`src/hw/rtl/pnas_pkg.sv`:
```
// Package for the pack node-ID authorization sequencer.
// Holds phase codes, function codes and the item/result structs; no dependencies.
package pnas_pkg;

  localparam logic [2:0] FUNC_TICK  = 3'd0;
  localparam logic [2:0] FUNC_FRAME = 3'd1;
  localparam logic [2:0] FUNC_SNRD  = 3'd2;
  localparam logic [2:0] FUNC_START = 3'd3;
  localparam logic [2:0] FUNC_FIRST = 3'd4;

  localparam logic [3:0] PH_IDLE           = 4'd0;
  localparam logic [3:0] PH_WAIT_REQUEST   = 4'd1;
  localparam logic [3:0] PH_START          = 4'd2;
  localparam logic [3:0] PH_SLAVE_SELECT   = 4'd3;
  localparam logic [3:0] PH_SELECT_CONFIRM = 4'd4;
  localparam logic [3:0] PH_WAIT_CONFIRM   = 4'd5;
  localparam logic [3:0] PH_AUTH_START     = 4'd6;
  localparam logic [3:0] PH_AUTHORIZING    = 4'd7;
  localparam logic [3:0] PH_VERIFY         = 4'd8;
  localparam logic [3:0] PH_ASSIGNED       = 4'd9;
  localparam logic [3:0] PH_FAILURE        = 4'd10;
  localparam logic [3:0] PH_WAIT_DESELECT  = 4'd11;

  localparam logic [1:0] SEND_NONE  = 2'd0;
  localparam logic [1:0] SEND_EMPTY = 2'd1;
  localparam logic [1:0] SEND_BYTE  = 2'd2;

  localparam logic [1:0] EV_NONE = 2'd0;
  localparam logic [1:0] EV_OK   = 2'd1;
  localparam logic [1:0] EV_FAIL = 2'd2;

  localparam logic [2:0] CFG_STEP     = 3'd0;
  localparam logic [2:0] CFG_AUTH     = 3'd1;
  localparam logic [2:0] CFG_DESELECT = 3'd2;
  localparam logic [2:0] CFG_SETTLE   = 3'd3;
  localparam logic [2:0] CFG_OFFSET   = 3'd4;
  localparam logic [2:0] CFG_FRAME_ID = 3'd5;

  // classified item handed from front to back
  typedef struct packed {
    logic       is_tick;
    logic       is_frame_hit;   // frame with matching identifier
    logic       is_snrd;        // serial-read completion that targets a serial read
    logic       snrd_any;
    logic       is_start;
    logic       is_first;
    logic [4:0] pack_id;
    logic       cmd_ok;
    logic [7:0] can_byte0;
    logic       select_ok;
    logic       deselect_ok;
    logic       soc_known;
  } pnas_item_t;

  typedef struct packed {
    logic [1:0] send_kind;
    logic [7:0] send_byte;
    logic       read_sn_req;
    logic       select_req;
    logic [4:0] select_pack;
    logic       deselect_req;
    logic [4:0] deselect_pack;
    logic [1:0] event_res;
    logic [4:0] event_pack;
    logic       busy_res;
    logic       step_error;
  } pnas_res_t;

endpackage

```
`src/hw/rtl/pnas_fifo.sv`:
```
// Small two-entry queue with full/empty flags.
// Generic over payload width; no package dependency.
module pnas_fifo #(
  parameter int W = 8
) (
  input  logic         clk,
  input  logic         rst_n,
  input  logic         push,
  input  logic [W-1:0] wdata,
  output logic         full,
  input  logic         pop,
  output logic [W-1:0] rdata,
  output logic         empty
);
  logic [W-1:0] mem_r [2];
  logic         wp_r, rp_r;
  logic [1:0]   cnt_r;

  assign full  = cnt_r == 2'd2;
  assign empty = cnt_r == 2'd0;
  assign rdata = mem_r[rp_r];

  always_ff @(posedge clk) begin
    if (push && !full) mem_r[wp_r] <= wdata;
    if (!rst_n) begin
      wp_r  <= 1'b0;
      rp_r  <= 1'b0;
      cnt_r <= 2'd0;
    end else begin
      if (push && !full) wp_r <= ~wp_r;
      if (pop && !empty) rp_r <= ~rp_r;
      cnt_r <= cnt_r + {1'b0, push && !full} - {1'b0, pop && !empty};
    end
  end

  a_cnt_range: assert property (@(posedge clk) disable iff (!rst_n) cnt_r != 2'd3)
    else $error("queue count out of range");
  a_flags: assert property (@(posedge clk) disable iff (!rst_n) !(full && empty))
    else $error("queue full and empty");
  a_push_full: assert property (@(posedge clk) disable iff (!rst_n)
    (full && !pop) |=> full) else $error("full queue lost an entry");
endmodule

```
`src/hw/rtl/pnas_front.sv`:
```
// Front end: decodes and classifies input items against the frame-id register.
// Depends on pnas_pkg.
module pnas_front import pnas_pkg::*; (
  input  logic [2:0]  func,
  input  logic [4:0]  pack_id,
  input  logic        cmd_pack_any,
  input  logic        cmd_is_read_sn,
  input  logic        cmd_ok,
  input  logic [10:0] can_id,
  input  logic [7:0]  can_byte0,
  input  logic        select_ok,
  input  logic        deselect_ok,
  input  logic        soc_known,
  input  logic [10:0] frame_id,
  output pnas_item_t  item
);
  always_comb begin
    item              = '0;
    item.is_tick      = func == FUNC_TICK;
    item.is_frame_hit = (func == FUNC_FRAME) && (can_id == frame_id);
    item.is_snrd      = (func == FUNC_SNRD) && cmd_is_read_sn;
    item.snrd_any     = cmd_pack_any;
    item.is_start     = func == FUNC_START;
    item.is_first     = func == FUNC_FIRST;
    item.pack_id      = pack_id;
    item.cmd_ok       = cmd_ok;
    item.can_byte0    = can_byte0;
    item.select_ok    = select_ok;
    item.deselect_ok  = deselect_ok;
    item.soc_known    = soc_known;
  end
endmodule

```
`src/hw/rtl/pnas_back.sv`:
```
// Back end: phase machine, countdown and result forming for one pack.
// Depends on pnas_pkg.
module pnas_back import pnas_pkg::*; #(
  parameter int PACK_ID_WIDTH = 5,
  parameter int TIMER_WIDTH   = 16
) (
  input  logic        clk,
  input  logic        rst_n,
  input  logic        go,
  input  pnas_item_t  item,
  input  logic [15:0] step_to,
  input  logic [15:0] auth_to,
  input  logic [15:0] desel_to,
  input  logic [15:0] settle_to,
  input  logic [6:0]  offset,
  output pnas_res_t   res
);
  localparam logic [TIMER_WIDTH-1:0] TMAX = '1;

  logic [3:0]               phase_r, phase_nxt;
  logic [PACK_ID_WIDTH-1:0] pack_r, pack_nxt, ip;
  logic                     valid_r, valid_nxt, first_r, first_nxt;
  logic [TIMER_WIDTH-1:0]   left_r, left_nxt, per_r, per_nxt, dec;
  logic [7:0]               nbyte;

  function automatic logic [TIMER_WIDTH-1:0] sat(input logic [15:0] v);
    logic [31:0] w;
    w = {16'd0, v};
    if (w > {{(32-TIMER_WIDTH){1'b0}}, TMAX}) return TMAX;
    return w[TIMER_WIDTH-1:0];
  endfunction

  function automatic logic [4:0] p5(input logic [PACK_ID_WIDTH-1:0] p);
    logic [7:0] w;
    w = 8'(p);
    return w[4:0];
  endfunction

  assign ip    = PACK_ID_WIDTH'(item.pack_id);
  assign nbyte = 8'(pack_r) + {1'b0, offset};
  assign dec   = (left_r != '0) ? left_r - 1'b1 : left_r;

  always_comb begin
    phase_nxt = phase_r; pack_nxt = pack_r; valid_nxt = valid_r;
    first_nxt = first_r; left_nxt = left_r; per_nxt = per_r;
    res = '0;
    if (item.is_tick) begin
      left_nxt = dec;
      if (!valid_r) res.step_error = 1'b1;
      else begin
        unique case (phase_r)
          PH_WAIT_REQUEST, PH_SLAVE_SELECT, PH_WAIT_CONFIRM:
            if (dec == '0) phase_nxt = PH_FAILURE;
          PH_START: begin
            res.deselect_req = 1'b1; res.deselect_pack = p5(pack_r);
            if (!item.deselect_ok) phase_nxt = PH_FAILURE;
            else if (dec == '0) begin
              res.send_kind = SEND_EMPTY; phase_nxt = PH_SLAVE_SELECT;
              left_nxt = sat(step_to); per_nxt = sat(step_to);
            end
          end
          PH_SELECT_CONFIRM: begin
            res.send_kind = SEND_BYTE; res.send_byte = nbyte;
            left_nxt = per_r; phase_nxt = PH_WAIT_CONFIRM;
          end
          PH_AUTH_START: begin
            res.select_req = 1'b1; res.select_pack = p5(pack_r);
            if (!item.select_ok) phase_nxt = PH_FAILURE;
            else if (dec == '0) begin
              res.read_sn_req = 1'b1; phase_nxt = PH_AUTHORIZING;
              left_nxt = sat(auth_to); per_nxt = sat(auth_to);
            end
          end
          PH_AUTHORIZING:
            if (dec == '0) begin phase_nxt = PH_FAILURE; res.step_error = 1'b1; end
          PH_VERIFY:
            if (dec == '0) begin phase_nxt = PH_FAILURE; res.step_error = 1'b1; end
            else if (first_r || item.soc_known) phase_nxt = PH_ASSIGNED;
          PH_ASSIGNED: begin
            res.event_res = EV_OK; res.event_pack = p5(pack_r);
            valid_nxt = 1'b0; pack_nxt = '0; first_nxt = 1'b0; phase_nxt = PH_IDLE;
            left_nxt = sat(step_to); per_nxt = sat(step_to);
          end
          PH_FAILURE: begin
            res.deselect_req = 1'b1; res.deselect_pack = p5(pack_r);
            if (item.deselect_ok) begin
              left_nxt = sat(first_r ? settle_to : desel_to);
              per_nxt = left_nxt; phase_nxt = PH_WAIT_DESELECT;
            end
          end
          PH_WAIT_DESELECT:
            if (dec == '0) begin
              res.event_res = EV_FAIL; res.event_pack = p5(pack_r);
              valid_nxt = 1'b0; pack_nxt = '0; first_nxt = 1'b0; phase_nxt = PH_IDLE;
              left_nxt = sat(step_to); per_nxt = sat(step_to);
            end
          default: ;
        endcase
      end
    end else if (item.is_frame_hit && valid_r) begin
      if (phase_r == PH_WAIT_REQUEST) begin
        phase_nxt = PH_START; left_nxt = sat(settle_to); per_nxt = sat(settle_to);
      end else if (phase_r == PH_SLAVE_SELECT) phase_nxt = PH_SELECT_CONFIRM;
      else if (phase_r == PH_WAIT_CONFIRM && item.can_byte0 == nbyte) begin
        phase_nxt = PH_AUTH_START; left_nxt = sat(settle_to); per_nxt = sat(settle_to);
      end
    end else if (item.is_snrd && valid_r && (item.snrd_any || ip == pack_r)) begin
      if (item.cmd_ok) begin
        phase_nxt = PH_VERIFY; left_nxt = sat(auth_to); per_nxt = sat(auth_to);
      end else phase_nxt = PH_FAILURE;
    end else if (item.is_start || item.is_first) begin
      if (valid_r) begin res.deselect_req = 1'b1; res.deselect_pack = p5(pack_r); end
      valid_nxt = 1'b1; pack_nxt = ip; first_nxt = item.is_first;
      left_nxt = sat(step_to); per_nxt = sat(step_to);
      if (item.is_first) phase_nxt = PH_AUTH_START;
      else begin
        res.select_req = 1'b1; res.select_pack = p5(ip);
        if (!item.select_ok) begin
          res.event_res = EV_FAIL; res.event_pack = p5(ip); res.step_error = 1'b1;
          valid_nxt = 1'b0; pack_nxt = '0; first_nxt = 1'b0; phase_nxt = PH_IDLE;
        end else phase_nxt = PH_WAIT_REQUEST;
      end
    end
    res.busy_res = valid_nxt;
  end

  always_ff @(posedge clk) begin
    if (!rst_n) begin
      phase_r <= PH_IDLE; pack_r <= '0; valid_r <= 1'b0; first_r <= 1'b0;
      left_r <= sat(16'd500); per_r <= sat(16'd500);
    end else if (go) begin
      phase_r <= phase_nxt; pack_r <= pack_nxt; valid_r <= valid_nxt;
      first_r <= first_nxt; left_r <= left_nxt; per_r <= per_nxt;
    end
  end

  a_idle_clear: assert property (@(posedge clk) disable iff (!rst_n)
    !valid_r |-> (phase_r == PH_IDLE && pack_r == '0)) else $error("stale pack");
  a_left_le_per: assert property (@(posedge clk) disable iff (!rst_n)
    (go && item.is_tick && valid_r && phase_r == PH_SELECT_CONFIRM) |=> left_r == per_r)
    else $error("reload mismatch");
  a_hold: assert property (@(posedge clk) disable iff (!rst_n)
    !go |=> $stable(phase_r)) else $error("phase moved without item");
endmodule

```
`src/hw/rtl/pack_node_id_auth_sequencer.sv`:
```
// Channel  | ports                       | accepted when
// input    | in_push/in_full, in_*       | in_push && !in_full
// result   | out_pop/out_empty, out_*    | out_pop && !out_empty
// config   | cfg_valid/cfg_ready, index  | cfg_valid && cfg_ready
// One item per cycle while the result queue is not full: the phase machine updates in the accept cycle and the
// result enters a two-entry result queue; full only when both entries wait.
// Synchronous reset restores register defaults and idle phase.
// Depends on pnas_pkg, pnas_front, pnas_back, pnas_fifo.
module pack_node_id_auth_sequencer import pnas_pkg::*; #(
  parameter int PACK_ID_WIDTH = 5,
  parameter int TIMER_WIDTH   = 16
) (
  input  logic        clk,
  input  logic        rst_n,
  input  logic        in_push,
  output logic        in_full,
  input  logic [2:0]  in_func,
  input  logic [4:0]  in_pack_id,
  input  logic        in_cmd_pack_any,
  input  logic        in_cmd_is_read_sn,
  input  logic        in_cmd_ok,
  input  logic [10:0] in_can_id,
  input  logic [7:0]  in_can_byte0,
  input  logic        in_select_ok,
  input  logic        in_deselect_ok,
  input  logic        in_soc_known,
  output logic        out_empty,
  input  logic        out_pop,
  output logic [1:0]  out_send_kind,
  output logic [7:0]  out_send_byte,
  output logic        out_read_sn_req,
  output logic        out_select_req,
  output logic [4:0]  out_select_pack,
  output logic        out_deselect_req,
  output logic [4:0]  out_deselect_pack,
  output logic [1:0]  out_event_res,
  output logic [4:0]  out_event_pack,
  output logic        out_busy_res,
  output logic        out_step_error,
  input  logic        cfg_valid,
  output logic        cfg_ready,
  input  logic [2:0]  cfg_index,
  input  logic [15:0] cfg_data
);
  logic [15:0] step_r, auth_r, desel_r, settle_r;
  logic [6:0]  off_r;
  logic [10:0] fid_r;
  pnas_item_t  item;
  pnas_res_t   res, qres;
  logic        go;

  assign cfg_ready = 1'b1;
  assign go = in_push && !in_full;

  always_ff @(posedge clk) begin
    if (!rst_n) begin
      step_r <= 16'd500; auth_r <= 16'd3000; desel_r <= 16'd3000;
      settle_r <= 16'd50; off_r <= 7'd5; fid_r <= 11'h70;
    end else if (cfg_valid) begin
      unique case (cfg_index)
        CFG_STEP:     step_r   <= cfg_data;
        CFG_AUTH:     auth_r   <= cfg_data;
        CFG_DESELECT: desel_r  <= cfg_data;
        CFG_SETTLE:   settle_r <= cfg_data;
        CFG_OFFSET:   off_r    <= cfg_data[6:0];
        CFG_FRAME_ID: fid_r    <= cfg_data[10:0];
        default: ;
      endcase
    end
  end

  pnas_front u_front (
    .func(in_func), .pack_id(in_pack_id), .cmd_pack_any(in_cmd_pack_any),
    .cmd_is_read_sn(in_cmd_is_read_sn), .cmd_ok(in_cmd_ok), .can_id(in_can_id),
    .can_byte0(in_can_byte0), .select_ok(in_select_ok), .deselect_ok(in_deselect_ok),
    .soc_known(in_soc_known), .frame_id(fid_r), .item(item)
  );

  pnas_back #(.PACK_ID_WIDTH(PACK_ID_WIDTH), .TIMER_WIDTH(TIMER_WIDTH)) u_back (
    .clk(clk), .rst_n(rst_n), .go(go), .item(item), .step_to(step_r),
    .auth_to(auth_r), .desel_to(desel_r), .settle_to(settle_r), .offset(off_r),
    .res(res)
  );

  pnas_fifo #(.W($bits(pnas_res_t))) u_q (
    .clk(clk), .rst_n(rst_n), .push(go), .wdata(res), .full(in_full),
    .pop(out_pop), .rdata(qres), .empty(out_empty)
  );

  assign out_send_kind     = qres.send_kind;
  assign out_send_byte     = qres.send_byte;
  assign out_read_sn_req   = qres.read_sn_req;
  assign out_select_req    = qres.select_req;
  assign out_select_pack   = qres.select_pack;
  assign out_deselect_req  = qres.deselect_req;
  assign out_deselect_pack = qres.deselect_pack;
  assign out_event_res     = qres.event_res;
  assign out_event_pack    = qres.event_pack;
  assign out_busy_res      = qres.busy_res;
  assign out_step_error    = qres.step_error;
endmodule
```
`config.mk`:
```
export PLATFORM = sky130hd
export DESIGN_NAME = pack_node_id_auth_sequencer
export DESIGN_NICKNAME = d
export VERILOG_FILES = /design/src/hw/rtl/pnas_pkg.sv /design/src/hw/rtl/pnas_fifo.sv /design/src/hw/rtl/pnas_front.sv /design/src/hw/rtl/pnas_back.sv /design/src/hw/rtl/pack_node_id_auth_sequencer.sv
export SDC_FILE = /design/constraint.sdc
export NUM_CORES = 1
export LEC_CHECK = 0
export BUFFER_PORTS_ARGS = -buffer_cell sky130_fd_sc_hd__buf_2
export CORE_AREA = 8 8 147 149
export CTS_BUF_LIST = sky130_fd_sc_hd__clkbuf_8
export DETAILED_ROUTE_END_ITERATION = 10
export DIE_AREA = 0 0 155 157
export PLACE_DENSITY_LB_ADDON = 0.1
export SYNTH_ARGS = -nofsm -noshare
export SYNTH_HDL_FRONTEND = slang
export SYNTH_SLANG_ARGS = --single-unit
```
`constraint.sdc`:
```
create_clock -name clk -period 5.6 [get_ports clk]
set_clock_uncertainty 0.15 [all_clocks]
set_input_delay 0 -clock clk [delete_from_list [all_inputs] [get_ports clk]]
set_output_delay 0 -clock clk [all_outputs]
set_load 0.01 [all_outputs]
```
# Word level (Yosys, flattened, before mapping)

Memory sizes are Yosys's and may differ from the RTL's. A register that Yosys moved wholly into a read port is not among the register bits.
Cells that the tools add are included.

Memories kept: 1
Register bits: 129
Output and inout port bits: 35
Logic and storage cells: 203
Bits in writable memories: 64

Memory list:

| name      | depth | width | rd ports | clocked after Yosys merged registers in | write ports | line            | RTL |
|---|---|---|---|---|---|---|---|
| u_q.mem_r | 2     | 32    | 1        | 1                                       | 1           | pnas_fifo.sv:15 | `logic [W-1:0] mem_r [2];` |

Multiplexer cells: 104
Reductions and logical operators: 34
Eq/ne operators: 43
Add/subtract/negate cells: 4
Bitwise logic cells: 2

Operators by type and width:

| operator                                            | count |
|---|---|
| 2-to-1 mux 16 bit                                   | 23 |
| one-hot mux 16 bit (6 select lines)                 | 1 |
| one-hot mux 16 bit (5 select lines)                 | 1 |
| 2-to-1 mux 19 bit                                   | 4 |
| 2-to-1 mux 4 bit                                    | 18 |
| 2-to-1 mux 5 bit                                    | 8 |
| one-hot mux 4 bit (8 select lines)                  | 1 |
| 2-to-1 mux 1 bit                                    | 31 |
| 2-to-1 mux 30 bit                                   | 1 |
| 2-to-1 mux 7 bit                                    | 4 |
| AND reduction 11 bit                                | 2 |
| 2-to-1 mux 6 bit                                    | 3 |
| equality test 4 x 3 -> 1 bit, second input constant | 4 |
| equality test 4 bit, second input constant          | 4 |
| zero test 16 bit                                    | 1 |
| nonzero test 16 bit                                 | 1 |
| subtractor 16 x 1 -> 16 bit, second input constant  | 1 |
| one-hot mux 7 bit (2 select lines)                  | 1 |
| equality test 3 x 2 -> 1 bit, second input constant | 4 |
| != test 4 x 3 -> 1 bit, second input constant       | 3 |
| AND reduction 2 bit                                 | 6 |
| equality test 11 bit                                | 1 |
| 2-to-1 mux 11 bit                                   | 1 |
| one-hot mux 5 bit (2 select lines)                  | 1 |
| 36 further kinds                                    | 62 |

# Logic depth before layout (Yosys ltp)

Gate-level depths: netlist of run 1.

Word-level depth: 8
Mapped depth: 14

# By module

From an unflattened synthesis of run 1, not the netlist that was laid out.

Cell total of the unflattened synthesis: 1,245
Area total of the unflattened synthesis: 11,708.7 sq um

Modules (own cells, without submodules):

| module                      | times used | area each (sq um) | cells an instance | seq. area each (sq um) |
|---|---|---|---|---|
| pnas_back                   | 1          | 5,537.8           | 777               | 860.8 |
| pack_node_id_auth_sequencer | 1          | 3,168.0           | 304               | 1,641.6 |
| pnas_fifo                   | 1          | 2,702.6           | 125               | 2,021.9 |
| pnas_front                  | 1          | 300.3             | 39                | 0.0 |

# Least setup slack after synthesis of run 1

OpenSTA, ideal clock, no wires.

Path kind: reg2reg
Start point: register u_back.left_r[0]
End point: register u_back.per_r[10]
Path buffers: 3
Data required time: 5.308 ns
Arrival time: 3.373 ns
Path slack: 1.934 ns
Setup time: 0.142 ns
Cell stages (with the launch flop): 14
Period minus slack after synthesis: 3.666 ns
Cells stage by stage: dfxtp_1 -> buf_6 -> inv_1 -> ha_1 -> or3b_1 -> buf_2 -> nor4_1 -> mux2_2 -> a211oi_2 -> nand4b_4 -> a2111o_1 -> nor2_2 -> buf_4 -> a311oi_2

Longest elaborated chain between the ends: 8

Ends and longest elaborated chain:

| element                                                            | line                                              | RTL |
|---|---|---|
| start: declaration                                                 | pnas_back.sv:23                                   | `logic [TIMER_WIDTH-1:0] left_r, left_nxt, per_r, per_nxt, dec;` |
| start signal: assignment                                           | pnas_back.sv:130                                  | `left_r <= sat(16'd500); per_r <= sat(16'd500);` |
| start signal: assignment                                           | pnas_back.sv:133                                  | `first_r <= first_nxt; left_r <= left_nxt; per_r <= per_nxt;` |
| subtractor 16 x 1 -> 16 bit or nonzero test 16 bit (tied branches) | pnas_back.sv:41                                   | `assign dec = (left_r != '0) ? left_r - 1'b1 : left_r;` |
| 2-to-1 mux 16 bit *                                                | pnas_back.sv:41                                   |  |
| zero test 16 bit *                                                 | pnas_back.sv:57, pnas_back.sv:69, pnas_back.sv:92 |  |
| 2-to-1 mux 16 bit (2 in series)                                    | --                                                |  |
| one-hot mux 16 bit (5 select lines)                                | --                                                |  |
| 2-to-1 mux 16 bit (2 in series)                                    | --                                                |  |
| end signal: assignment                                             | pnas_back.sv:130                                  |  |
| end signal: assignment                                             | pnas_back.sv:133                                  |  |
| end: declaration                                                   | pnas_back.sv:23                                   |  |

Mark *: on every way between the ends. The rest lies on a longest branch, timed or not. The select of a mux whose other input is x is not followed.
A chain may end at the register's enable or synchronous reset.

# Worst setup path in the final report of run 1

Start point: register u_back.valid_r
End point: register u_back.left_r[1]

Longest elaborated chain between the ends: 5

Ends and longest elaborated chain:

| element                                                                     | line             | RTL |
|---|---|---|
| start: declaration                                                          | pnas_back.sv:22  | `logic valid_r, valid_nxt, first_r, first_nxt;` |
| start signal: assignment                                                    | pnas_back.sv:132 | `phase_r <= phase_nxt; pack_r <= pack_nxt; valid_r <= valid_nxt;` |
| parallel branches: the longest is 5 deep, another holds AND reduction 5 bit | --               |  |

Several ways; the timed one is not identified.

==> flow_metrics.env, run 1 <==
export IMPL_status="finished, final reports clean"
export IMPL_synthArstFlopShare=0
export IMPL_timing_rr_end="u_back.left_r[1]"
export IMPL_final_setup_worst_slack_ps=902
export IMPL_gp_routability_congestion=1.01
export IMPL_max_slew_worst_pin_slew_ps=1120
export IMPL_drc=0
export IMPL_post_route_cell_area_sq_mm=0.0127
export IMPL_fmax_ghz=0.213
export IMPL_max_cap_viols=0
export IMPL_grt_first_pass_wirelength_mm=55.5
export IMPL_number_of_flops_mapped_to_enable_cells_by_yosys=64
export IMPL_min_period_ps=4700
export IMPL_timing_critical_path_cells="nor4bb_1 > nand4_1 > nor3_1 > dlygate4sd3_1 > o31ai_1 > a41oi_1 > nor2_1 > buf_4 > nand3_1 > o32ai_1"
export IMPL_antenna_diode_count=0
export IMPL_dp_hpwl_mm=24.1
export IMPL_clock_insertion_delay_worst_skew_ps=480
export IMPL_worst_ep_arrival_time_ps=4880
export IMPL_yosys_register_bits=194
export IMPL_power_density_mw_per_mm2=267
export IMPL_post_cts_resized_instances=0
export IMPL_fp_dieArea_sq_mm=0.0243
export IMPL_hold_path_class="input pin to flip-flop"
export IMPL_grt_usage=0.286
export IMPL_ant_nets=0
export IMPL_clock_path_buffers=2
export IMPL_drt_iter0_drc=1421
export IMPL_post_route_util=0.659
export IMPL_max_slew_margin=0.252
export IMPL_htree_levels=4
export IMPL_cp_start_kind="flip-flop"
export IMPL_r2r_setup_slack_ps=900
export IMPL_holdWs_ps=51.9
export IMPL_dpl_worst_slack_ps=1230
export IMPL_grt_setup_unrepaired="false"
export IMPL_timing_final_crit_share=0.839
export IMPL_tns_ps=0
export IMPL_final_cell_count_no_fill=1668
export IMPL_clock_sinks=194
export IMPL_dieHeight_um=157
export IMPL_placed_instance_area_sq_mm=0.0119
export IMPL_antenna_violations_before_repair=0
export IMPL_largest_net_degree_at_the_start_of_global_routing=93
export IMPL_start_util=0.592
export IMPL_crit_required_ps=5780
export IMPL_clkSlewWorstSetupHoldPaths_ps=120
export IMPL_slowest_stage="a41oi_1"
export IMPL_clock_root_cell="clkbuf_8"
export IMPL_synth_area_per_cell_sq_um=8.57
export IMPL_synth_seq_area_share=0.398
export IMPL_vias=10641
export IMPL_layout_drive_gt1_share=0.163
export IMPL_vias_per_cell=6.38
export IMPL_report_final_setup_viol=0
export IMPL_drtPass1Iterations=6
export IMPL_wirelength_routed_mm=34.4
export IMPL_worst_r2r_path_depth=10
export IMPL_critPathKind="flip-flop to flip-flop"
export IMPL_core_sq_mm=0.0192
export IMPL_critPathCapture="u_back.left_r[1]"
export IMPL_crit_path_max_incr_delay_ps=870
export IMPL_vdd_ir_max_mv=0.220
export IMPL_fin_nets=1456
export IMPL_cp_end_kind="flip-flop"
export IMPL_postSynthCellCount=1327
export IMPL_critical_path_startpoint="u_back.valid_r"
export IMPL_first_global_vias=10110
export IMPL_fillers=1670
export IMPL_synth_net_count=1393
export IMPL_max_slew_vio_count=0
export IMPL_dieWidth_um=155
export IMPL_critical_path_max_fanout=15
export IMPL_regToRegStartpoint="u_back.valid_r"
export IMPL_p_total_mw=3.38
export IMPL_place_inst=1596
export IMPL_p_leak_nw=4.47
export IMPL_rows=51
export IMPL_tritoncts="done"
export IMPL_final_hold_viol_count=0
export IMPL_netlist_area_before_placement_sq_mm=0.0114
export IMPL_post_drt_wl_per_cell_um=20.6
export IMPL_synth_main_ff_cell="dfxtp_1"
export IMPL_numPortBuffers=90
export IMPL_globalRoute_totalOverflow=0
export IMPL_io_pins=92
export IMPL_synth_warning_count=0
export IMPL_cts_buffers=17
export IMPL_area_growth_synth_to_final_pct=11.4
export IMPL_post_synth_num_cell_types=93
-- critical path, delay by kind of cell (launching register included) --
kind / cells / cell delay, ps
DFF: 1 / 650
and+or+nand+nor: 5 / 1720
AOI/OAI and AO/OA: 3 / 1100
buffers and inverters: 2 / 920
-- synthesized netlist by cell type (6+ instances only) --
master / number / area, sq um
a31oi_1: 9 / 56.3
nand2b_1: 10 / 62.6
a221oi_1: 13 / 114
a222oi_1: 10 / 100
dfxtp_1: 130 / 2600
nor3_1: 21 / 105
a221o_1: 6 / 60.1
and3_1: 9 / 56.3
a211oi_1: 16 / 120
nand4_1: 13 / 81.3
nor2b_1: 16 / 100
a22o_1: 12 / 105
o21ai_0: 61 / 305
a2111oi_0: 6 / 52.6
nor4_1: 21 / 131
a21o_1: 7 / 52.6
inv_1: 30 / 113
xnor2_1: 27 / 236
nand3_1: 39 / 195
mux2i_1: 38 / 380
and2_1: 17 / 106
mux2_2: 47 / 529
buf_2: 10 / 50.1
nand2_1: 228 / 856
edfxtp_1: 64 / 1920
o211ai_1: 14 / 105
a21oi_1: 121 / 606
a311oi_1: 6 / 52.6
o31ai_1: 8 / 60.1
buf_1: 12 / 45.0
or3_1: 11 / 68.8
nor3b_1: 6 / 45.0
ha_1: 8 / 100
a22oi_1: 15 / 113
clkbuf_1: 75 / 282
nor2_1: 72 / 270
-- sequential cells by signal (all words and copies together), names as in the netlist, 11 cells and up, named ones only --
name and cells:
auth_r 16, desel_r 16, u_q.mem_r 64, settle_r 16, fid_r 11, u_back.per_r 16
step_r 16, u_back.left_r 16
-- power by group --
| group | total [mW] | internal (mW) | switching [mW] | leakage (nW) |
|---|---|---|---|---|
| logic | 0.813 | 0.338 | 0.475 | 2.59 |
| registers | 1.64 | 1.57 | 0.0721 | 1.68 |
| clock network | 0.927 | 0.342 | 0.585 | 0.201 |
-- how the worst min path moves through the flow --
stage	startpoint	endpoint	slack [ps]	cells past startpoint
6_report	in_push	u_back.valid_r	50	4
5_1_grt	in_push	u_back.valid_r	80	4
4_1_cts	in_push	u_back.valid_r	30	4
3_5_place_dp	cfg_data[11]	desel_r[11]	120	3
3_3_place_gp	cfg_data[11]	desel_r[11]	110	3
2_1_floorplan	cfg_data[4]	auth_r[4]	-30	2
-- metal layers --
layer | wire, um | share of wire | up-vias | global-route usage
li1 | - | - | 5016 | -
met1 | 15300 | 0.45 | 4961 | 0.398
met2 | 14900 | 0.43 | 587 | 0.439
met3 | 3370 | 0.098 | 77 | 0.0590
met4 | 759 | 0.022 | 0 | 0.0803
met5 | 0 | 0 | - | 0
-- cells by family after synthesis --
logic type	Yosys count	share of synthesized area
simple gates	504	0.216
compound gates	367	0.221
flops	194	0.398
buf+inv	135	0.0493
mux	85	0.0800
xor+xnor	31	0.0239
fa+ha+maj	10	0.0114
other cells	1	0.000330
-- repair_timing --
action,in CTS,in global routing
hold buffers,40,0
hold endpoints to repair,119,0
setup buffers,0,0
-- cell type report --
| cell class | instances | area [sq um] | area share |
|---|---|---|---|
| clock buffers | 17 | 234 | 0.0185 |
| flip-flops and latches | 194 | 4520 | 0.357 |
| clock inverters | 15 | 166 | 0.0131 |
| inverters | 31 | 116 | 0.00919 |
| well taps | 265 | 332 | 0.0262 |
| multi-input cells | 998 | 6300 | 0.498 |
| repair buffers | 148 | 986 | 0.0779 |
-- cell usage in the layout (no fill, tap or decap), drive strengths merged, types with 16 or more instances in the layout --
cell and n:
nand2 229, dfxtp 130, a21oi 125, buf 108, nor2 73, edfxtp 64
o21ai 62, mux2 47, dlygate4sd3 40, inv 40, nand3 39, mux2i 38
xnor2 27, nor3 24, nor4 22, a211oi 20, and2 18, clkbuf 17
nor2b 16
Power figures use the tool's default switching activity.
==> run 2, diff against run 1 <==
==> constraint.sdc (replaced) <==
create_clock -name clk -period 4.46 [get_ports clk]
set_clock_uncertainty 0.15 [all_clocks]
set_input_delay 0 -clock clk [delete_from_list [all_inputs] [get_ports clk]]
set_output_delay 0 -clock clk [all_outputs]
set_load 0.01 [all_outputs]
==> run 2 against run 1 <==
Compared with the run above: core utilization is 0.25 points higher; highest routed layer unchanged; combinational power increased by 28%; die area is the same; via count increased by 1.4%; critical path depth is the same; cell count up 0.48%; sequential power up 25%; setup slack got worse by 640 ps; wire length is 0.31% lower; maximum frequency rose by 12%.
==> flow_metrics.env, run 2 (synthesized netlist as in run 1, its figures left out) <==
export IMPL_cp_end_kind="flip-flop"
export IMPL_placed_instance_area_sq_mm=0.0119
export IMPL_most_common_cell_after_layout_fill_and_taps_aside="nand2_1"
export IMPL_fin_nets=1464
export IMPL_cts_buffers=17
export IMPL_final_cell_count_no_fill=1676
export IMPL_hold_path_cell_count=4
export IMPL_max_slew_margin=0.236
export IMPL_grt_setup_unrepaired="false"
export IMPL_layout_common_cells="228 x nand2_1, 130 x dfxtp_1, 121 x a21oi_1, 90 x buf_2, 70 x nor2_1"
export IMPL_number_of_flip_flops_under_the_largest_register_name=64
export IMPL_fp_dieArea_sq_mm=0.0243
export IMPL_vias=10790
export IMPL_top_register="u_q.mem_r"
export IMPL_clock_insertion_delay_worst_skew_ps=470
export IMPL_clock_path_buffers=2
export IMPL_cts_setup_buffers=0
export IMPL_io_pins=92
export IMPL_p_comb_frac=0.245
export IMPL_p_int_mw=2.83
export IMPL_htree_levels=4
export IMPL_status="finished, final reports clean"
export IMPL_antenna_violations_before_repair=0
export IMPL_numPortBuffers=90
export IMPL_dieWidth_um=155
export IMPL_layout_drive_gt1_share=0.169
export IMPL_wirelength_routed_mm=34.3
export IMPL_grt_first_pass_wirelength_mm=54.3
export IMPL_r2r_setup_slack_ps=270
export IMPL_fmax_ghz=0.238
export IMPL_drtPass1Iterations=6
export IMPL_p_total_mw=4.24
export IMPL_dp_hpwl_mm=24.3
export IMPL_critical_path_max_fanout=10
export IMPL_cts_hold_buffers=37
export IMPL_final_hold_viol_count=0
export IMPL_crit_required_ps=4680
export IMPL_timing_final_crit_share=0.940
export IMPL_min_period_ps=4190
export IMPL_drt_iter0_drc=1493
export IMPL_globalRoute_totalOverflow=0
export IMPL_critPathKind="flip-flop to flip-flop"
export IMPL_report_final_setup_viol=0
export IMPL_largest_net_degree_at_the_start_of_global_routing=55
export IMPL_place_inst=1607
export IMPL_post_route_cell_area_sq_mm=0.0127
export IMPL_antenna_diode_count=0
export IMPL_clkSlewWorstSetupHoldPaths_ps=110
export IMPL_worst_r2r_path_depth=10
export IMPL_max_slew_vio_count=0
export IMPL_power_density_mw_per_mm2=334
export IMPL_max_cap_viols=0
export IMPL_worst_ep_arrival_time_ps=4410
export IMPL_cp_start_kind="flip-flop"
export IMPL_first_global_vias=9879
export IMPL_vias_per_cell=6.44
export IMPL_tns_ps=0
export IMPL_clock_sinks=194
export IMPL_p_seq_frac=0.484
export IMPL_dieHeight_um=157
export IMPL_gp_routability_congestion=0.944
export IMPL_max_slew_worst_pin_slew_ps=1140
export IMPL_ant_nets=0
export IMPL_fillers=1635
export IMPL_vdd_ir_max_mv=0.248
export IMPL_clkPwrFrac=0.271
export IMPL_holdWs_ps=70.9
export IMPL_post_drt_wl_per_cell_um=20.5
export IMPL_start_util=0.592
export IMPL_tritoncts="done"
export IMPL_area_growth_synth_to_final_pct=11.8
export IMPL_hold_path_class="input pin to flip-flop"
export IMPL_netSwitchingPower_mw=1.41
export IMPL_p_sw_frac=0.334
export IMPL_clock_root_cell="clkbuf_8"
export IMPL_drc=0
export IMPL_p_leak_nw=4.52
export IMPL_grt_usage=0.280
export IMPL_rows=51
export IMPL_core_sq_mm=0.0192
export IMPL_post_cts_resized_instances=0
## run 2: cell types whose count changed in the layout (fill, tap and decap cells not counted), sizes merged
cell / change
inv: -1
buf: +11
dlygate4sd3: -3
clkinv: +1
## run 2: metrics by stage
step / setup slack (ps) / utilization
2_1_floorplan: 794 / -
3_3_place_gp: 440 / 0.622
3_5_place_dp: 347 / 0.622
4_1_cts: 332 / 0.662
5_1_grt: 115 / 0.662
6_report: 266 / 0.662
## run 2: path summary, 6_finish.rpt
| kind | to | startpoint |
|---|---|---|
| max | u_back.left_r[1] | u_back.left_r[0] |
| min | u_back.valid_r | in_push |
| max reg2reg | u_back.left_r[1] | u_back.left_r[0] |
| min reg2reg | desel_r[13] | desel_r[13] |
## run 2: worst max-delay path, stage by stage, from the launching register on
cell and delay (ps):
dfxtp_1 410, inv_1 140, ha_1 290, or3b_1 530, nor4_1 500, mux2_2 430
nor3b_1 390, nand4_2 260, nor3_4 530, a211oi_1 170, o32ai_1 300
## run 2: power groups by stage
stage	Sequential [mW]	Clock (mW)	Combinational [mW]
after floorplan	2.06	0	0.713
after global placement	2.08	0	0.994
after detailed placement	2.09	0	1.00
after CTS	2.05	1.15	1.03
after global routing	2.07	1.23	1.14
final	2.05	1.15	1.04
## run 2: per-layer routing
metal,up-vias,part of all wire,global-route usage
li1,5022,-,-
met1,5160,0.44,0.394
met2,561,0.44,0.427
met3,47,0.097,0.0595
met4,0,0.019,0.0737
met5,-,0,0
## run 2: area by class of cell
cell class / count / area, sq um / area share
multi-input combinational: 998 / 6300 / 0.496
clock buffer: 17 / 234 / 0.0184
tap: 265 / 332 / 0.0261
sequential: 194 / 4520 / 0.356
clock inverter: 15 / 161 / 0.0127
inverter: 31 / 116 / 0.00916
timing repair buffer: 156 / 1040 / 0.0817
